===== src/hw/rtl/pnz_pkg.sv =====
// pnz_pkg: shared constants and types for the 2-d gradient noise block
// no dependencies

package pnz_pkg;

    localparam int TABLE_SIZE_DEF = 256;
    localparam int FRAC_BITS_DEF  = 16;
    localparam int OUT_W          = 19;
    localparam int POS_W          = 32;
    localparam int BYTE_W         = 8;
    localparam int QUEUE_DEPTH    = 4;

    typedef enum logic [0:0] {
        KIND_EVAL  = 1'b0,
        KIND_WRITE = 1'b1
    } kind_t;

endpackage


===== src/hw/rtl/pnz_queue.sv =====
// pnz_queue: small fifo between hashing front and blending back
// depends on pnz_pkg

module pnz_queue #(
    parameter int WIDTH = 8
) (
    input  logic             aclk,
    input  logic             aresetn,
    input  logic             in_valid,
    output logic             in_ready,
    input  logic [WIDTH-1:0] in_data,
    output logic             out_valid,
    input  logic             out_ready,
    output logic [WIDTH-1:0] out_data
);

    localparam int D  = pnz_pkg::QUEUE_DEPTH;
    localparam int AW = $clog2(D);

    logic [WIDTH-1:0] slot_reg [D];
    logic [AW-1:0]    wp_reg, rp_reg;
    logic [AW:0]      cnt_reg;
    logic             push, pop;

    assign in_ready  = cnt_reg != (AW+1)'(D);
    assign out_valid = cnt_reg != '0;
    assign push      = in_valid && in_ready;
    assign pop       = out_valid && out_ready;
    assign out_data  = slot_reg[rp_reg];

    // pointers and fill count
    always_ff @(posedge aclk) begin
        if (!aresetn) begin
            wp_reg  <= '0;
            rp_reg  <= '0;
            cnt_reg <= '0;
        end else begin
            if (push) wp_reg <= wp_reg + AW'(1);
            if (pop)  rp_reg <= rp_reg + AW'(1);
            cnt_reg <= cnt_reg + (AW+1)'(push) - (AW+1)'(pop);
        end
    end

    // storage
    always_ff @(posedge aclk) begin
        if (push) begin
            slot_reg[wp_reg] <= in_data;
        end
    end

endmodule


===== config.mk =====
export PLATFORM = sky130hd
export DESIGN_NAME = pnz_queue
export DESIGN_NICKNAME = d
export VERILOG_FILES = /design/src/hw/rtl/pnz_pkg.sv /design/src/hw/rtl/pnz_queue.sv
export SDC_FILE = /design/constraint.sdc
export NUM_CORES = 1
export LEC_CHECK = 0
export BUFFER_PORTS_ARGS = -buffer_cell sky130_fd_sc_hd__buf_2
export CORE_MARGIN = 3
export CORE_UTILIZATION = 35
export DETAILED_ROUTE_END_ITERATION = 10
export GPL_TIMING_DRIVEN = 0
export PLACE_DENSITY = 0.51
export SLEW_MARGIN = 20
export SYNTH_ARGS = -nofsm -noshare
export SYNTH_HDL_FRONTEND = slang
export SYNTH_SLANG_ARGS = --single-unit

===== constraint.sdc =====
create_clock -name aclk -period 3.7 [get_ports aclk]
set_input_delay 0.74 -clock aclk [delete_from_list [all_inputs] [get_ports aclk]]
set_output_delay 0.74 -clock aclk [all_outputs]
set_load 0.005 [all_outputs]

## Word-level counts from Yosys, hierarchy flattened

Memories as Yosys holds them, arrays and structs flattened. A register that Yosys moved wholly into a read port is not among the register bits.
Index checks and enable logic that the tools add are counted.

| storage, ports and cells | value |
|---|---|
| register bits | 7 |
| RAM bits | 32 |
| output and inout port bits | 10 |
| logic and storage cells | 16 |
| memories | 1 |

| operators by class | value |
|---|---|
| add/sub/neg operators | 4 |
| equal/unequal tests | 1 |
| muxes and demuxes | 4 |
| reduce and logical (&&, ||, !) cells | 3 |

Memories:

| memory | depth | bits a word | rd ports | clocked after Yosys merged registers in | write ports | line | RTL |
|---|---|---|---|---|---|---|---|
| slot_reg | 4 | 8 | 1 | 1 | 1 | pnz_queue.sv:20 | `logic [WIDTH-1:0] slot_reg [D];` |

Operators by type and width:

| operator | count |
|---|---|
| 2-bit by 1-bit adder with 2-bit output (second input constant) | 2 |
| 2-bit 2-to-1 mux | 2 |
| 3-bit by 1-bit adder with 3-bit output | 1 |
| 3-bit != test (second input constant) | 1 |
| 3-bit nonzero test | 1 |
| 3-bit by 1-bit subtractor with 3-bit output | 1 |
| 1-bit logical AND | 2 |
| 1-bit 2-to-1 mux | 2 |

## Logic depth before layout (Yosys ltp)

Gate-level depths: netlist of the first run.

| depth | value |
|---|---|
| word-level depth | 4 |
| mapped depth | 11 |

## Least setup slack after synthesis of the first run

Ideal clock, no wire load.

| timing path | value |
|---|---|
| path type | input to register |
| start | input port in_valid |
| end | register cnt_reg[2] |
| library setup time | 115 ps |
| arrival time | 2314 ps |
| path slack | 1272 ps |
| stages | 10 |
| path buffers | 0 |
| cells stage by stage | a21boi_2 inv_1 ha_1 inv_1 ha_1 inv_1 fa_1 xnor2_1 xnor2_1 and2_1 |

| on the way | value |
|---|---|
| longest elaborated chain between the ends | 3 |

Ends and longest elaborated chain:

| what | line | RTL |
|---|---|---|
| start, declared | pnz_queue.sv:9 | `input logic in_valid,` |
| 1-bit logical AND | pnz_queue.sv:27 | `assign push = in_valid && in_ready;` |
| 3-bit by 1-bit adder with 3-bit output | pnz_queue.sv:40 | `cnt_reg <= cnt_reg + (AW+1)'(push) - (AW+1)'(pop);` |
| 3-bit by 1-bit subtractor with 3-bit output | pnz_queue.sv:40 |  |
| end signal, assigned | pnz_queue.sv:40 |  |
| end, declared | pnz_queue.sv:22 | `logic [AW:0] cnt_reg;` |

Every way passes these cells.
A chain may end at the register's enable or synchronous reset.

## Final worst setup path of the first run

| timing path | value |
|---|---|
| start | register cnt_reg[1] |
| end | register cnt_reg[2] |

| on the way | value |
|---|---|
| longest elaborated chain between the ends | 4 |
| elaborated cells between the ends (all ways) | 6 |
| classes of those cells | add/sub (2); eq/ne (1); reduce/logical (3) |

Ends and longest elaborated chain:

| what | line | RTL |
|---|---|---|
| 3-bit != test | pnz_queue.sv:25 | `assign in_ready = cnt_reg != (AW+1)'(D);` |
| 1-bit logical AND | pnz_queue.sv:27 |  |
| 3-bit by 1-bit adder with 3-bit output | pnz_queue.sv:40 |  |
| 3-bit by 1-bit subtractor with 3-bit output (*) | pnz_queue.sv:40 |  |

Mark *: on every way between the ends. The rest lies on a longest branch, timed or not.

==> flow_metrics.py, run 1 <==
metrics = {
    "timing": {
        "hold_slack_ns": 0.499,
        "maxSlewViolCount": 0,
        "rsz0062_at_grt": "false",
        "min_period_ns": 2.38,
        "clock.fmax_ghz": 0.420,
        "fin_tns_setup_ns": 0,
        "finalCritPeriodShare": 0.644,
        "finalClockSkew_ns": 0.00483,
        "fin_ws_ns": 1.32,
        "setup_viol": 0,
        "slew_headroom": 0.657,
        "hold_violations": 0,
        "tightest_slew_ns": 0.514,
    },
    "detailed_routing": {
        "viasPerCell": 4.66,
        "route.detailed.drc": 0,
        "wl_per_cell_um": 14.9,
        "detail-route-antenna-nets": 0,
        "routed_wl_um": 2530,
        "vias": 788,
        "dr.first_iter.drc_count": 24,
        "dr.pass1.iters": 4,
    },
    "status": {
        "status": "finished, final reports clean",
    },
    "critical_path": {
        "critPathLaunchType": "flip-flop",
        "crit_type": "flip-flop to flip-flop",
        "endpoint_kind": "flip-flop",
        "crit_path_start": "cnt_reg[1]$_SDFF_PN0_",
        "rr_startpoint": "cnt_reg[1]$_SDFF_PN0_",
        "reg2reg_slack_ns": 1.32,
        "crit_fanout": 7,
        "cp.arrival_ns": 2.57,
        "crit_required_ns": 3.88,
        "reg2reg_to": "cnt_reg[2]$_SDFF_PN0_",
        "worstRegToRegCells": 11,
    },
    "finish": {
        "num-fill-cells": 442,
        "final_cell_area_mm2": 0.00188,
        "final_nets": 136,
        "syn_to_final_growth_pct": 14.8,
        "antenna_cells": 0,
        "largest_reg_flops": 32,
        "layout-drive-gt1-share": 0.325,
    },
    "placed_design": {
        "dpl.hpwl_um": 1790,
        "finalWeightedCongestion": 0.714,
        "placed_area_mm2": 0.00180,
        "place_ws_ns": 1.07,
        "io_buffers": 20,
    },
    "floorplan": {
        "row_count": 24,
        "die_h_um": 74.4,
        "io_pins": 22,
        "dieArea_mm2": 0.00553,
        "initial_utilization": 0.368,
        "coreArea_mm2": 0.00444,
        "die_width_um": 74.4,
    },
    "clocking": {
        "clkSinkCount": 41,
        "cts_buffers": 5,
        "post_cts_resize_count": 0,
        "root_buffer": "clkbuf_8",
        "clk_latency_ns": 0.28,
        "clkSlewWorstSetupHoldPaths_ns": 0.07,
        "hold_buffers": 0,
        "cts_setup_buffers": 0,
        "cts.htree.levels": 2,
        "cts_tree": "yes",
        "clockBufferDepth": 2,
    },
    "yosys": {
        "yosys_warnings": 0,
        "yosys.area.top_type_share": 0.588,
        "avgSynthCellArea_um2": 18.2,
        "yosys-top-cells-area": "edfxtp_1 (59%), dfxtp_1 (11%), mux4_2 (11%)",
        "synth_seq_cells": 41,
        "ys_seq_area_frac": 0.698,
        "synth_top_area_cell": "edfxtp_1",
        "syn_area_mm2": 0.00164,
        "synth_nets": 109,
        "synth_cell_type_count": 18,
        "synthCells": 90,
    },
    "run": {
        "maxCapViolations": 0,
    },
    "grt": {
        "grt_max_degree": 12,
        "grt.total_usage": 0.105,
        "overflow": 0,
        "antenna_found_initial": 0,
        "grt_pass1_wl_um": 4000,
        "grt_pass1_vias": 865,
    },
    "worst_hold_path": {
        "whs_path_depth": 2,
        "hp-start": "wp_reg[1]$_SDFFE_PN0P_",
        "worstHoldPathType": "flip-flop to flip-flop",
        "holdPathEnd": "wp_reg[1]$_SDFFE_PN0P_",
    },
    "power_and_ir_drop": {
        "leakagePower_nw": 0.667,
        "power.density_mw_per_mm2": 635,
        "peakVddDrop_v": 0.000198,
    },
}
-- worst max-delay path by stage --
stage,endpoint,slack [ns]
after floorplan,cnt_reg[2]$_SDFF_PN0_,1.27
after global placement,cnt_reg[2]$_SDFF_PN0_,1.10
after detailed placement,cnt_reg[2]$_SDFF_PN0_,1.07
after CTS,cnt_reg[2]$_SDFF_PN0_,1.29
after global routing,cnt_reg[2]$_SDFF_PN0_,1.12
final,cnt_reg[2]$_SDFF_PN0_,1.32
-- synth_stat cells, drive strengths merged --
library cell and count:
o311ai 1, and2 7, fa 1, or3 1
edfxtp 32, a21boi 1, buf 1, xnor2 4
mux4 8, mux2i 2, ha 6, nand2 5
nor2b 3, dfxtp 9, nor2 1, inv 5
o31a 1, clkbuf 2
-- cells in the final DEF, fill, tap and decap left out --
master    netlist  routed
dfxtp_1         9       9
and2_1          7       7
nand2_1         5       5
clkbuf_1        2       3
o31a_2          1       1
nor2_1          1       1
edfxtp_1       32      32
mux2i_1         2       2
mux4_2          8       8
clkinv_1        0       1
or3_2           1       1
buf_4           1       1
a21boi_2        1       1
inv_1           5       5
xnor2_1         4       4
o311ai_2        1       1
clkbuf_8        0       5
nor2b_1         3       3
ha_1            6       6
fa_1            1       1
buf_2           0      20
-- logic make-up after synthesis --
kind of cell    count (synthesis)  synth area share
flops                          41             0.698
simple gates                   17            0.0566
buf+inv                         8            0.0207
fa+ha+maj                       7            0.0581
xor+xnor                        4            0.0214
compound gates                  3            0.0230
mux                            10             0.122
-- power breakdown --
part | total [mW] | internal [mW] | switching (mW)
logic | 0.322 | 0.176 | 0.146
clock network | 0.261 | 0.127 | 0.134
registers | 0.610 | 0.567 | 0.0422
-- critical path, stage by stage (launching register included) --
cell and delay, ns:
dfxtp_1 0.47, nor2_1 0.12, a21boi_2 0.30, inv_1 0.08
ha_1 0.29, inv_1 0.05, ha_1 0.13, inv_1 0.05
fa_1 0.37, xnor2_1 0.14, xnor2_1 0.12, and2_1 0.15
-- routing by layer --
metal	up-vias	track usage	share of wire
met2	15	0.180	0.53
li1	386	-	-
met3	4	0.0378	0.045
met4	0	0.0534	0.012
met5	-	0	0
met1	383	0.114	0.42
-- layout make-up --
type | instances | area [µm²] | share of cell area
clock buffer | 6 | 72.6 | 0.0387
sequential | 41 | 1140 | 0.608
multi-input combinational | 41 | 460 | 0.245
clock inverter | 1 | 3.75 | 0.00200
tap | 52 | 65.1 | 0.0347
timing repair buffer | 20 | 100 | 0.0533
inverter | 5 | 18.8 | 0.0100
buffer | 3 | 15.0 | 0.00800
-- per-stage QoR --
stage / std cells / power [mW] / utilization
after floorplan: 90 / 0.846 / -
after global placement: 162 / 0.944 / 0.405
after detailed placement: 162 / 0.957 / 0.405
after CTS: 169 / 1.22 / 0.422
after global routing: 169 / 1.28 / 0.422
final: 169 / 1.19 / 0.422
Note: power is estimated with default switching activity, not from simulation.
==> inputs of run 2 (changes only) <==
--- a/config.mk
+++ b/config.mk
@@ -5,12 +5,13 @@
 export SDC_FILE = /design/constraint.sdc
 export NUM_CORES = 1
 export LEC_CHECK = 0
+export ABC_AREA = 1
 export BUFFER_PORTS_ARGS = -buffer_cell sky130_fd_sc_hd__buf_2
 export CORE_MARGIN = 3
 export CORE_UTILIZATION = 35
 export DETAILED_ROUTE_END_ITERATION = 10
 export GPL_TIMING_DRIVEN = 0
-export PLACE_DENSITY = 0.51
+export PLACE_DENSITY = 0.53
 export SLEW_MARGIN = 20
 export SYNTH_ARGS = -nofsm -noshare
 export SYNTH_HDL_FRONTEND = slang
==> constraint.sdc (replaced) <==
create_clock -name aclk -period 2.1 [get_ports aclk]
set_input_delay 0.42 -clock aclk [delete_from_list [all_inputs] [get_ports aclk]]
set_output_delay 0.42 -clock aclk [all_outputs]
set_load 0.005 [all_outputs]
==> flow_metrics.py, run 2 <==
metrics = {
    "status": {
        "status": "finished, final reports clean",
    },
    "detailed_routing": {
        "routed_wl_um": 3280,
        "viasPerCell": 4.95,
        "detail-route-antenna-nets": 0,
        "dr.pass1.iters": 4,
        "route.detailed.drc": 0,
        "vias": 1099,
        "wl_per_cell_um": 14.8,
        "dr.first_iter.drc_count": 79,
    },
    "clocking": {
        "cts.htree.levels": 2,
        "clkSlewWorstSetupHoldPaths_ns": 0.08,
        "clockBufferDepth": 2,
        "cts_buffers": 5,
        "cts_setup_buffers": 0,
        "clkSinkCount": 41,
        "root_buffer": "clkbuf_8",
        "clk_latency_ns": 0.29,
        "cts_tree": "yes",
    },
    "finish": {
        "num-fill-cells": 426,
        "mostFrequentLayoutCells": "edfxtp_1 (32), nor2_1 (27), buf_2 (21), inv_1 (15), o21ai_0 (13)",
        "register_area_mm2": 0.00114,
        "largest_reg_flops": 32,
        "multiInputGateArea_um2": 460,
        "layout-drive-gt1-share": 0.229,
        "final_common_cell": "edfxtp_1",
        "syn_to_final_growth_pct": 17.6,
        "antenna_cells": 0,
        "final_nets": 188,
    },
    "power_and_ir_drop": {
        "power.density_mw_per_mm2": 1200,
        "comb_power_share": 0.270,
        "pwr-share-seq": 0.459,
        "p_sw_frac": 0.307,
        "intPower_mw": 1.65,
        "p_sw_uw": 728,
        "clkPwrFrac": 0.271,
        "peakVddDrop_v": 0.000537,
        "leakagePower_nw": 0.773,
    },
    "yosys": {
        "yosys_warnings": 0,
        "synthCells": 141,
        "synthTopCellsByCount": "edfxtp_1 (32), nor2_1 (27), inv_1 (15)",
        "synth.most_common_cell": "edfxtp_1",
        "avgSynthCellArea_um2": 11.9,
        "ys_async_sr_fraction": 0,
        "yosys.area.top_type_share": 0.573,
        "synth_edf_count": 32,
        "syn_area_mm2": 0.00168,
        "synth_nets": 160,
        "synth_top_area_cell": "edfxtp_1",
        "synth_cell_type_count": 18,
        "synth_seq_cells": 41,
        "dominantRegCellSynth": "edfxtp_1",
        "ys_seq_area_frac": 0.681,
        "yosys-top-cells-area": "edfxtp_1 (57%), dfxtp_1 (11%), nor2_1 (6.0%)",
    },
    "grt": {
        "antenna_found_initial": 0,
        "grt.total_usage": 0.131,
        "grt_max_degree": 13,
        "grt_pass1_vias": 1093,
        "overflow": 0,
        "grt_pass1_wl_um": 5220,
    },
    "critical_path": {
        "crit_required_ns": 2.28,
        "cp.arrival_ns": 2.11,
        "timing.critical_path.cells": "nor2_4, nand2_2, nand2_2, ha_1, inv_1, ha_1, inv_1, fa_1, o21ai_0, nor2_1",
        "critPathLaunchType": "flip-flop",
        "endpoint_kind": "flip-flop",
        "critPathMaxStageDelay_ns": 0.39,
        "cp.buffers_inverters": 2,
        "crit_fanout": 6,
        "crit_family": "adder cells",
        "cp_slowest_cell": "dfxtp_2",
        "crit_type": "flip-flop to flip-flop",
    },
    "floorplan": {
        "die_h_um": 75.2,
        "dieArea_mm2": 0.00566,
        "die_width_um": 75.2,
        "io_pins": 22,
        "initial_utilization": 0.375,
        "row_count": 24,
        "coreArea_mm2": 0.00447,
    },
    "placed_design": {
        "io_buffers": 21,
        "dpl.hpwl_um": 2270,
        "place_ws_ns": 0.0595,
        "finalWeightedCongestion": 0.758,
    },
    "timing": {
        "finalClockSkew_ns": 0.00768,
        "min_period_ns": 1.93,
        "fin_tns_setup_ns": 0,
        "setup_viol": 0,
        "maxSlewViolCount": 0,
        "fin_ws_ns": 0.171,
        "hold_violations": 0,
        "slew_headroom": 0.438,
        "rsz0062_at_grt": "false",
        "finalCritPeriodShare": 0.919,
        "clock.fmax_ghz": 0.518,
        "tightest_slew_ns": 0.841,
    },
    "worst_hold_path": {
        "worstHoldPathType": "input pin to flip-flop",
    },
    "run": {
        "maxCapViolations": 0,
    },
}
[run 2: changes by cell type after synthesis, moves of 3 or more]
cell,change
nand2_1,+6
nand3_1,+3
inv_1,+10
and2_1,-7
o21ai_2,+3
nor2_1,+26
mux4_2,-8
o21ai_0,+13
o22ai_1,+8
a21oi_1,+4
nor2b_1,-3
xnor2_1,-4
[run 2: metrics by stage]
| step | hold slack (ns) | instance area [µm²] | utilization | cells | power, mW |
|---|---|---|---|---|---|
| CTS | 0.334 | 1960 | 0.439 | 222 | 2.39 |
| floorplan | 0.448 | 1680 | - | 141 | 1.49 |
| finish | 0.343 | 1970 | 0.441 | 222 | 2.37 |
| detailed placement | 0.479 | 1850 | 0.413 | 214 | 1.74 |
| global placement | 0.465 | 1850 | 0.413 | 214 | 1.70 |
| global route | 0.332 | 1970 | 0.441 | 222 | 2.54 |
[run 2: final timing paths]
path / start / to / slack, ns / depth (start not counted)
setup / recovery: cnt_reg[1]$_SDFF_PN0_ / cnt_reg[2]$_SDFF_PN0_ / 0.17 / 10
hold / removal: in_data[3] / slot_reg[3][3]$_DFFE_PP_ / 0.34 / 1
setup reg to reg: cnt_reg[1]$_SDFF_PN0_ / cnt_reg[2]$_SDFF_PN0_ / 0.17 / 10
hold reg to reg: rp_reg[0]$_SDFFE_PN0P_ / flip-flop / 0.51 / 2
[run 2: cells by family after synthesis]
family | count (synthesis) | synth area share
AND/OR/NAND/NOR | 44 | 0.105
adder cells (fa/ha/maj) | 7 | 0.0567
buffers and inverters | 18 | 0.0492
AO/OA/AOI/OAI | 31 | 0.108
flip-flops | 41 | 0.681
[run 2: worst reg2reg max path, stage by stage, from the launching register on]
cell and delay [ns]:
dfxtp_2 0.39, nor2_4 0.06, nand2_2 0.12, nand2_2 0.11, ha_1 0.30, inv_1 0.06, ha_1 0.13, inv_1 0.05
fa_1 0.37, o21ai_0 0.18, nor2_1 0.05
[run 2: final cells by class]
| cell class | instances | share of cell area |
|---|---|---|
| Sequential cell | 41 | 0.579 |
| Clock buffer | 7 | 0.0438 |
| Clock inverter | 1 | 0.0152 |
| Tap cell | 52 | 0.0330 |
| Buffer | 2 | 0.0114 |
| Multi-Input combinational cell | 82 | 0.234 |
| Timing Repair Buffer | 21 | 0.0533 |
| Inverter | 16 | 0.0305 |
[run 2: timing repair]
action	CTS	global route
hold buffers	0	0
gates resized for setup	0	3
setup endpoints to repair	0	2
[run 2: per-layer routing]
layer,global-route usage,vias up,routed length (µm)
met3,0.0307,5,101
met1,0.150,536,1420
li1,-,540,-
met4,0.0641,0,55
met2,0.231,18,1700
met5,0,-,0
[run 2: power groups by stage]
stage / logic, mW / registers [mW] / clock network [mW]
2_1_floorplan: 0.417 / 1.07 / 0
3_3_place_gp: 0.609 / 1.10 / 0
3_5_place_dp: 0.644 / 1.10 / 0
4_1_cts: 0.646 / 1.08 / 0.665
5_1_grt: 0.746 / 1.11 / 0.692
6_report: 0.641 / 1.09 / 0.644
==> inputs of run 3 (changes only) <==
--- a/config.mk
+++ b/config.mk
@@ -10,7 +10,6 @@
 export CORE_MARGIN = 3
 export CORE_UTILIZATION = 35
 export DETAILED_ROUTE_END_ITERATION = 10
-export GPL_TIMING_DRIVEN = 0
 export PLACE_DENSITY = 0.53
 export SLEW_MARGIN = 20
 export SYNTH_ARGS = -nofsm -noshare
==> flow_metrics.py, run 3 (same netlist as run 2, synthesis figures left out) <==
metrics = {
    "grt": {
        "grt.total_usage": 0.114,
        "grt_pass1_vias": 1049,
        "overflow": 0,
        "grt_pass1_wl_um": 4660,
        "antenna_found_initial": 0,
        "grt_max_degree": 17,
    },
    "floorplan": {
        "initial_utilization": 0.375,
        "io_pins": 22,
        "die_h_um": 75.2,
        "row_count": 24,
        "die_width_um": 75.2,
        "dieArea_mm2": 0.00566,
        "coreArea_mm2": 0.00447,
    },
    "timing": {
        "tightest_slew_ns": 0.351,
        "fin_tns_setup_ns": 0,
        "finalClockSkew_ns": 0.00553,
        "min_period_ns": 1.92,
        "clock.fmax_ghz": 0.521,
        "rsz0062_at_grt": "false",
        "setup_viol": 0,
        "hold_violations": 0,
        "maxSlewViolCount": 0,
        "finalCritPeriodShare": 0.914,
        "slew_headroom": 0.766,
    },
    "detailed_routing": {
        "route.detailed.drc": 0,
        "routed_wl_um": 3010,
        "viasPerCell": 4.77,
        "dr.first_iter.drc_count": 63,
        "dr.pass1.iters": 4,
        "wl_per_cell_um": 13.3,
        "vias": 1079,
        "detail-route-antenna-nets": 0,
    },
    "critical_path": {
        "endpoint_kind": "flip-flop",
        "cp.buffers_inverters": 2,
        "crit_fanout": 6,
        "worstRegToRegCells": 10,
        "critPathMaxStageDelay_ns": 0.37,
        "path_depth": 10,
        "timing.critical_path.cells": "nor2_2, nand2_2, nand2_2, ha_1, inv_1, ha_1, inv_1, fa_1, o21ai_0, nor2_1",
        "crit_family": "adder cells",
        "critPathCapture": "cnt_reg[2]$_SDFF_PN0_",
        "rr_startpoint": "cnt_reg[1]$_SDFF_PN0_",
        "reg2reg_to": "cnt_reg[2]$_SDFF_PN0_",
        "cp_slowest_cell": "fa_1",
        "crit_type": "flip-flop to flip-flop",
        "reg2reg_slack_ns": 0.18,
        "crit_path_start": "cnt_reg[1]$_SDFF_PN0_",
        "critPathLaunchType": "flip-flop",
        "crit_required_ns": 2.27,
        "cp.arrival_ns": 2.09,
    },
    "placed_design": {
        "finalWeightedCongestion": 0.751,
        "io_buffers": 21,
        "dpl.hpwl_um": 2110,
    },
    "finish": {
        "mostFrequentLayoutCells": "edfxtp_1 (32), nor2_1 (27), buf_2 (21), inv_1 (15), o21ai_0 (13)",
        "final_common_cell": "edfxtp_1",
        "final_nets": 192,
        "layout-drive-gt1-share": 0.241,
        "antenna_cells": 0,
        "utilization": 0.437,
        "num-fill-cells": 422,
        "largest_reg_flops": 32,
        "syn_to_final_growth_pct": 16.6,
    },
    "clocking": {
        "hold_buffers": 0,
        "cts_tree": "yes",
        "cts.htree.levels": 2,
        "root_buffer": "clkbuf_8",
        "clk_latency_ns": 0.28,
        "clkSlewWorstSetupHoldPaths_ns": 0.07,
        "cts_buffers": 5,
        "clockBufferDepth": 2,
        "cts_setup_buffers": 0,
        "clkSinkCount": 41,
    },
    "worst_hold_path": {
        "hp-start": "in_data[3]",
        "worstHoldPathType": "input pin to flip-flop",
        "whs_path_depth": 1,
    },
    "power_and_ir_drop": {
        "leakagePower_nw": 0.775,
        "power.density_mw_per_mm2": 1110,
        "peakVddDrop_v": 0.000542,
    },
    "status": {
        "status": "finished, final reports clean",
    },
    "run": {
        "maxCapViolations": 0,
    },
}
-- run 3: routing by layer --
metal	track usage	part of all wire
met1	0.127	0.45
met2	0.202	0.50
met3	0.0401	0.037
met4	0.0408	0.0066
met5	0	0
-- run 3: layout make-up --
cell class,count,area (µm²),share of cell area
inverter,16,60.1,0.0307
multi-input combinational,82,455,0.233
tap,52,65.1,0.0333
clock inverter,1,5.00,0.00256
clock buffer,7,76.3,0.0391
timing repair buffer,27,150,0.0768
sequential,41,1140,0.585
-- run 3: what timing repair did --
item,4_1_cts,5_1_grt
hold endpoints to repair,0,0
resized for setup,0,2
endpoints found under the setup margin,0,1
-- run 3: how the worst min path moves through the flow --
stage | slack (ns) | end
2_1_floorplan | 0.45 | flip-flop
6_report | 0.35 | slot_reg[1][3]$_DFFE_PP_
3_5_place_dp | 0.48 | rp_reg[0]$_SDFFE_PN0P_
4_1_cts | 0.34 | slot_reg[3][4]$_DFFE_PP_
5_1_grt | 0.33 | slot_reg[1][3]$_DFFE_PP_
3_3_place_gp | 0.47 | rp_reg[0]$_SDFFE_PN0P_
-- run 3: worst reg2reg max path: stages (launching register included) --
cell     delay, ns
dfxtp_2       0.35
nor2_2        0.17
nand2_2       0.12
nand2_2       0.12
ha_1          0.24
inv_1         0.06
ha_1          0.13
inv_1         0.05
fa_1          0.37
o21ai_0       0.16
nor2_1        0.05
-- run 3: metrics by stage --
step	power (mW)	hold WS, ns	instance area [µm²]	instances	setup slack [ns]
detailed placement	1.74	0.481	1870	218	0.0841
finish	2.17	0.349	1950	226	0.180
floorplan	1.49	0.448	1680	141	0.239
global route	2.34	0.331	1950	226	0.00768
global placement	1.70	0.467	1870	218	0.177
CTS	2.21	0.335	1950	226	0.0952
-- run 3: report_power, final --
group | total, mW | switching [mW] | internal (mW)
Clock | 0.466 | 0.233 | 0.233
Sequential | 1.08 | 0.0808 | 1.00
Combinational | 0.625 | 0.366 | 0.259
